File: src/design/nfa_pkg.sv
// Shared types and constants for the NFA regex character matcher.
// Depends on nothing; imported by every module of the block.
`timescale 1ns / 1ps

package nfa_pkg;

  localparam int MAX_STATES = 64;
  localparam int STATE_IW   = $clog2(MAX_STATES);
  localparam int CNT_W      = $clog2(MAX_STATES + 1);
  localparam int FINAL_W    = 6;
  localparam int IDX_W      = 6;
  localparam int CMP_W      = 7;

  typedef enum logic [1:0] {
    CMD_LOAD_SYM = 2'd0,
    CMD_LOAD_EPS = 2'd1,
    CMD_RESTART  = 2'd2,
    CMD_TEXT     = 2'd3
  } cmd_t;

  localparam logic [1:0] KIND_LIT   = 2'd0;
  localparam logic [1:0] KIND_CLASS = 2'd1;
  localparam logic [1:0] KIND_RANGE = 2'd2;
  localparam logic [1:0] KIND_OPER  = 2'd3;

  localparam logic CFG_FINAL  = 1'b0;
  localparam logic CFG_REJECT = 1'b1;

  typedef struct packed {
    logic [1:0]      kind;
    logic [7:0]      val;
    logic            inv;
    logic [2:0][7:0] lo;
    logic [2:0][7:0] hi;
  } sym_t;

endpackage

File: src/design/nfa_sym_match.sv
// Symbol compare unit: tests one stored symbol against one text byte.
// Depends on nfa_pkg for the symbol layout and kind codes.
`timescale 1ns / 1ps

module nfa_sym_match (
  input  nfa_pkg::sym_t sym,
  input  logic [7:0]    byte_in,
  output logic          match
);
  import nfa_pkg::*;

  localparam logic [3:0] CLS_MISC  = 4'd0;
  localparam logic [3:0] CLS_LOWER = 4'd1;
  localparam logic [3:0] CLS_UPPER = 4'd2;
  localparam logic [3:0] CLS_PRINT = 4'd3;
  localparam logic [3:0] CLS_DIGIT = 4'd4;
  localparam logic [3:0] CLS_HEX   = 4'd5;
  localparam logic [3:0] CLS_ALNUM = 4'd6;

  function automatic logic in_rng(input logic [7:0] c, input logic [7:0] lo,
                                  input logic [7:0] hi);
    return (c >= lo) && (c <= hi);
  endfunction

  logic dig, up, low, cls_hit, rng_hit;

  always_comb begin
    dig = in_rng(byte_in, 8'd48, 8'd57);
    up  = in_rng(byte_in, 8'd65, 8'd90);
    low = in_rng(byte_in, 8'd97, 8'd122);
    cls_hit = 1'b0;
    if (sym.val[7:4] == 4'd0) begin
      unique case (sym.val[3:0])
        CLS_MISC:  cls_hit = in_rng(byte_in, 8'd32, 8'd47) || in_rng(byte_in, 8'd58, 8'd64) ||
                             in_rng(byte_in, 8'd91, 8'd96) || in_rng(byte_in, 8'd123, 8'd126);
        CLS_LOWER: cls_hit = low;
        CLS_UPPER: cls_hit = up;
        CLS_PRINT: cls_hit = in_rng(byte_in, 8'd32, 8'd126);
        CLS_DIGIT: cls_hit = dig;
        CLS_HEX:   cls_hit = dig || in_rng(byte_in, 8'd65, 8'd70) ||
                             in_rng(byte_in, 8'd97, 8'd102);
        CLS_ALNUM: cls_hit = dig || up || low;
        default:   cls_hit = 1'b0;
      endcase
    end
    rng_hit = in_rng(byte_in, sym.lo[0], sym.hi[0]) || in_rng(byte_in, sym.lo[1], sym.hi[1]) ||
              in_rng(byte_in, sym.lo[2], sym.hi[2]);
    unique case (sym.kind)
      KIND_LIT:   match = (byte_in == sym.val);
      KIND_CLASS: match = cls_hit;
      KIND_RANGE: match = rng_hit ^ sym.inv;
      KIND_OPER:  match = 1'b0;
      default:    match = 1'b0;
    endcase
  end

endmodule

File: config.mk
export PLATFORM = sky130hd
export DESIGN_NAME = nfa_sym_match
export DESIGN_NICKNAME = d
export VERILOG_FILES = /design/src/design/nfa_pkg.sv /design/src/design/nfa_sym_match.sv
export SDC_FILE = /design/constraint.sdc
export NUM_CORES = 1
export LEC_CHECK = 0
export BUFFER_PORTS_ARGS = -buffer_cell sky130_fd_sc_hd__buf_2
export CORE_MARGIN = 1.5
export CORE_UTILIZATION = 40
export DETAILED_ROUTE_END_ITERATION = 6
export PLACE_DENSITY = 0.67
export SETUP_SLACK_MARGIN = 0.5
export SLEW_MARGIN = 30
export SYNTH_ARGS = -nofsm -noshare
export SYNTH_HDL_FRONTEND = slang
export SYNTH_SLANG_ARGS = --single-unit
File: constraint.sdc
create_clock -name vclk -period 2.88
set_clock_uncertainty 0.1 [all_clocks]
set_input_delay 0.288 -clock vclk [all_inputs]
set_output_delay 0.288 -clock vclk [all_outputs]
set_load 0.02 [all_outputs]
==> flow_metrics.tcl, run 1 <==
set metrics [dict create \
    maxCapViolCount 0 \
    layout_common_cells "buf_2 (59), inv_1 (45), ha_1 (31), a21oi_1 (20), ha_4 (16)" \
    cp.arrival_ns 2.01 \
    slew_viol_final 0 \
    setup_violations 0 \
    synth_cells 232 \
    dr.pass1.iters 4 \
    vias 1760 \
    dpl_cell_area_um2 1970 \
    peakVddDrop_mv 0.0591 \
    viasPerCell 5.09 \
    achievable-frequency_mhz 418 \
    grt_pass1_vias 1604 \
    fillers 330 \
    slowest_stage "a311o_2" \
    outcome "completed" \
    synth_cell_types 33 \
    final_common_cell "buf_2" \
    multi_input_area_um2 1590 \
    layout.area.seq_um2 0 \
    worstSetupEndpointType "output pin" \
    period_share_pct 83.2 \
    synthesis.nets 347 \
    tightest_slew_ns 0.418 \
    max_slew_margin_pct 72.1 \
    die-area_um2 4300 \
    path_cells "buf_6, ha_1, a21oi_1, o21ai_0, nand3b_1, a311o_2, xnor2_1, o211ai_1, buf_4" \
    cp_slowest_stage_delay_ns 0.38 \
    grt_pass1_wl_mm 6.91 \
    seq_area_frac_synth_pct 0 \
    die_w_um 65.6 \
    drcViolationCount 0 \
    grt_overflow 0 \
    io_pins 68 \
    place.gp.congestion 0.783 \
    hp-class "in -> out" \
    critPathMaxFanout 14 \
    finalHoldViolCount 0 \
    pwr_density_cell_nw_per_um2 137 \
    die_h_um 65.6 \
    fin_crit_ns 2.39 \
    diodes 0 \
    seq_cell_count 0 \
    grt_max_degree 16 \
    row_count 22 \
    antenna_found_initial 0 \
    nNetsFinal 415 \
    worst_setup_path_start_kind "input pin" \
    syn_avg_cell_area_um2 6.75 \
    synthesis.area_um2 1570 \
    fin_setup_tns_ns 0 \
    critPathKind "in -> out" \
    io_buffers 68 \
    initialDrtViolationCount 50 \
    wl_mm 4.10 \
    area.growth.synth_to_final_pct 45.5 \
    core_um2 3720 \
    drive_gt1_share_pct 33.6 \
    initial_core_util_pct 42.1 \
    design_area_um2 2280 \
    grt_setup_unrepaired "yes" \
    hpwlAfterDp_mm 3.32 \
    p_leak_nw 1.15 \
    nClkBuffers 0 \
    yosys_warnings 0 \
    wl_per_cell_um 11.9 \
    crit_required_ns 2.49 \
    ant_nets 0 \
    track_usage_pct 19.7 \
]
-- per-stage QoR --
| step | setup slack (ns) | hold WS, ns | util (%) | power (mW) | std cells |
|---|---|---|---|---|---|
| 3_3_place_gp | 0.269 | 0.888 | 53.0 | 0.257 | 343 |
| 2_1_floorplan | 0.503 | 0.708 | - | 0.167 | 232 |
| 4_1_cts | 0.478 | 0.905 | 60.8 | 0.309 | 346 |
| 3_5_place_dp | 0.233 | 0.889 | 53.0 | 0.261 | 343 |
| 6_report | 0.485 | 0.896 | 61.3 | 0.313 | 346 |
| 5_1_grt | 0.367 | 0.926 | 61.3 | 0.357 | 346 |
-- cell usage after synthesis, types with 2 or more instances --
master / count / share of area [%]
o211ai_1: 2 / 0.96
nand2_1: 18 / 4.3
ha_1: 48 / 38
nand3_1: 6 / 1.9
nand2b_1: 3 / 1.2
nor3_1: 3 / 0.96
or3_1: 3 / 1.2
o21a_1: 2 / 0.96
nor2_1: 14 / 3.4
nor3b_1: 3 / 1.4
xnor2_1: 4 / 2.2
o21ai_0: 18 / 5.8
a31oi_1: 2 / 0.80
xor2_1: 5 / 2.8
nand4_1: 8 / 3.2
inv_1: 47 / 11
a2111oi_0: 2 / 1.1
nor4_1: 3 / 1.2
a221oi_2: 2 / 1.9
a21oi_1: 22 / 7.0
buf_2: 5 / 1.6
-- repair_timing --
item                       in CTS  in global routing
setup endpoints to repair       1                  1
buffers inserted                3                  0
hold buffers                    0                  0
gates resized for setup        45                  4
pin swaps                      15                  0
-- power by group --
part,switching [mW],internal (mW),leakage (nW)
Clock,0,0,0
Sequential,0,0,0
Combinational,0.157,0.156,1.15
-- per-layer routing --
| metal | vias up | share of wire, % | global-route usage, % |
|---|---|---|---|
| li1 | 950 | - | - |
| met1 | 763 | 50 | 27.6 |
| met2 | 47 | 45 | 35.2 |
| met3 | 0 | 5.3 | 1.03 |
| met4 | 0 | 0 | 0 |
| met5 | - | 0 | 0 |
-- cell type report --
| type | count | share of cell area (%) |
|---|---|---|
| Inverter | 47 | 8.30 |
| Timing Repair Buffer | 71 | 19.2 |
| Tap cell | 48 | 2.64 |
| Multi-Input combinational cell | 180 | 69.9 |
-- cell families (layout without fill, tap and decap cells) --
kind of cell	Yosys count	after routing	synth area share, %
buffers and inverters	52	118	12.9
XOR/XNOR	9	9	5.04
adder cells (fa/ha/maj)	48	48	38.4
AND/OR/NAND/NOR	67	67	21.7
AO/OA/AOI/OAI	56	56	22.1
-- worst max-delay path: cells and delay by family --
kind                       cells  cell delay (ns)
and+or+nand+nor                1             0.11
xor gates and xnor gates       1             0.13
buffers and inverters          2             0.31
AOI/OAI and AO/OA              4             0.87
adders and majority gates      1             0.30
-- worst paths after layout --
check	from	endpoint	slack, ns	depth (start not counted)
max	byte_in[1]	match	0.49	9
min	sym[57]	match	0.90	4
No activity file was read; power rests on OpenSTA's default activity.
==> run 2, diff against run 1 <==
ABC_AREA = 1   (was default)
clock period = 2.15 ns   (was 2.88 ns; I/O delays follow)
==> run 2 against run 1 <==
Effect of this change: synthesized area rose by 19%; cell count rose by 31%; count of clock-buffer cells in the layout did not move; sequential cell count did not move; synthesized cell count rose by 41%; power rose by 68%; via count rose by 28%; sequential share of layout area did not move; combinational power rose by 68%; die area rose by 18%; critical path type unchanged; largest cell class unchanged; highest routed layer is now met4.
==> flow_metrics.tcl, run 2 <==
set metrics [dict create \
    fillers 407 \
    maxCapViolCount 0 \
    fin_total_pwr_mw 0.527 \
    die-area_um2 5090 \
    synthesis.nets 441 \
    hp-class "in -> out" \
    nNetsFinal 519 \
    dr.pass1.iters 4 \
    cts_hold_buf 0 \
    period_share_pct 87.9 \
    setup_violations 0 \
    wl_mm 5.41 \
    crit_required_ns 1.84 \
    ant_nets 0 \
    nClkBuffers 0 \
    hpwlAfterDp_mm 4.02 \
    synth_common_cells "nand2_1 (74), inv_1 (71), ha_1 (48)" \
    cp.arrival_ns 1.58 \
    place_ws_ns 0.0608 \
    fin_cells 454 \
    initialDrtViolationCount 110 \
    dpl_cell_area_um2 2300 \
    fin_crit_ns 1.89 \
    post-route-util_pct 62.2 \
    syn_avg_cell_area_um2 5.73 \
    core_um2 4410 \
    achievable-frequency_mhz 529 \
    synthesis.area_um2 1870 \
    design_area_um2 2750 \
    diodes 0 \
    final_common_cell "inv_1" \
    peakVddDrop_mv 0.109 \
    viasPerCell 4.96 \
    critPathMaxFanout 12 \
    critPathKind "in -> out" \
    track_usage_pct 21.3 \
    die_h_um 71.4 \
    row_count 24 \
    synth_most_common_cell "nand2_1" \
    layout.area.seq_um2 0 \
    wl_per_cell_um 11.9 \
    seq_cell_count 0 \
    initial_core_util_pct 42.3 \
    io_buffers 68 \
    vias 2251 \
    grt_pass1_vias 2160 \
    placed_cells 448 \
    fin_hold_ws_ns 0.743 \
    p_leak_nw 1.56 \
    tightest_slew_ns 0.292 \
    drive_gt1_share_pct 34.8 \
    grt_pass1_wl_mm 9.18 \
    area.growth.synth_to_final_pct 46.9 \
    worstSetupEndpointType "output pin" \
    seq_area_frac_synth_pct 0 \
    worst_setup_path_start_kind "input pin" \
    outcome "completed" \
    yosysTopAreaCellShare_pct 32.1 \
    layout_common_cells "inv_1 (68), nand2_1 (66), buf_2 (59), ha_1 (34), nor2_1 (23)" \
    grt_max_degree 17 \
    synth_cell_types 30 \
    grt_setup_unrepaired "yes" \
    io_pins 68 \
    synth_cells 326 \
    place.gp.congestion 0.876 \
    yosys_warnings 0 \
    worst_slack_ns 0.260 \
    antenna_found_initial 0 \
    slew_viol_final 0 \
    die_w_um 71.4 \
    finalHoldViolCount 0 \
    pwr_density_cell_nw_per_um2 192 \
    fin_setup_tns_ns 0 \
    max_slew_margin_pct 80.4 \
    drcViolationCount 0 \
    yosysTopAreaCell "ha_1" \
    grt_overflow 0 \
    yosys-top-cells-area "ha_1 (32%), nand2_1 (15%), inv_1 (14%)" \
]
## run 2: timing repair
| action | CTS | global route |
|---|---|---|
| hold endpoints to repair | 0 | 0 |
| gates cloned | 1 | 0 |
| setup endpoints to repair | 1 | 1 |
| pin swaps | 36 | 32 |
| resized for setup | 56 | 28 |
| setup buffers | 5 | 0 |
## run 2: power breakdown
group	internal, mW	total (mW)	leakage, nW	switching, mW
logic	0.245	0.527	1.56	0.283
clock network	0	0	0	0
registers	0	0	0	0
## run 2: logic make-up (layout without fill, tap and decap cells)
kind of cell	Yosys count	in the layout	share of synthesized area [%]
fa+ha+maj	48	48	32.1
compound gates	42	42	12.8
buf+inv	80	156	16.9
simple gates	152	152	36.3
xor+xnor	4	4	1.87
## run 2: worst paths after layout
| check | startpoint | slack [ns] | cells after the start | end |
|---|---|---|---|---|
| setup / recovery | byte_in[7] | 0.26 | 12 | match |
| hold / removal | sym[57] | 0.74 | 5 | match |
## run 2: layout make-up
class / instances / area [µm²] / share of cell area, %
Multi-Input combinational cell: 246 / 1840 / 67.0
Timing Repair Buffer: 79 / 543 / 19.8
Inverter: 77 / 298 / 10.8
Tap cell: 52 / 65.1 / 2.37
## run 2: worst max-delay path: stages
cell     delay [ns]
buf_6          0.14
ha_1           0.30
nand2_1        0.12
o21a_1         0.20
nand2_1        0.06
nand2_1        0.06
nand2_2        0.09
nand3_2        0.08
nand2_2        0.06
nand3_2        0.08
nand3_2        0.07
buf_6          0.12
## run 2: per-layer routing
metal	share of wire (%)	routed length, µm	up-vias	global-route usage (%)
li1	-	-	1213	-
met1	47	2570	988	29.4
met2	49	2640	48	38.4
met3	3.6	193	2	0.985
met4	0.11	6	0	0.839
met5	0	0	-	0
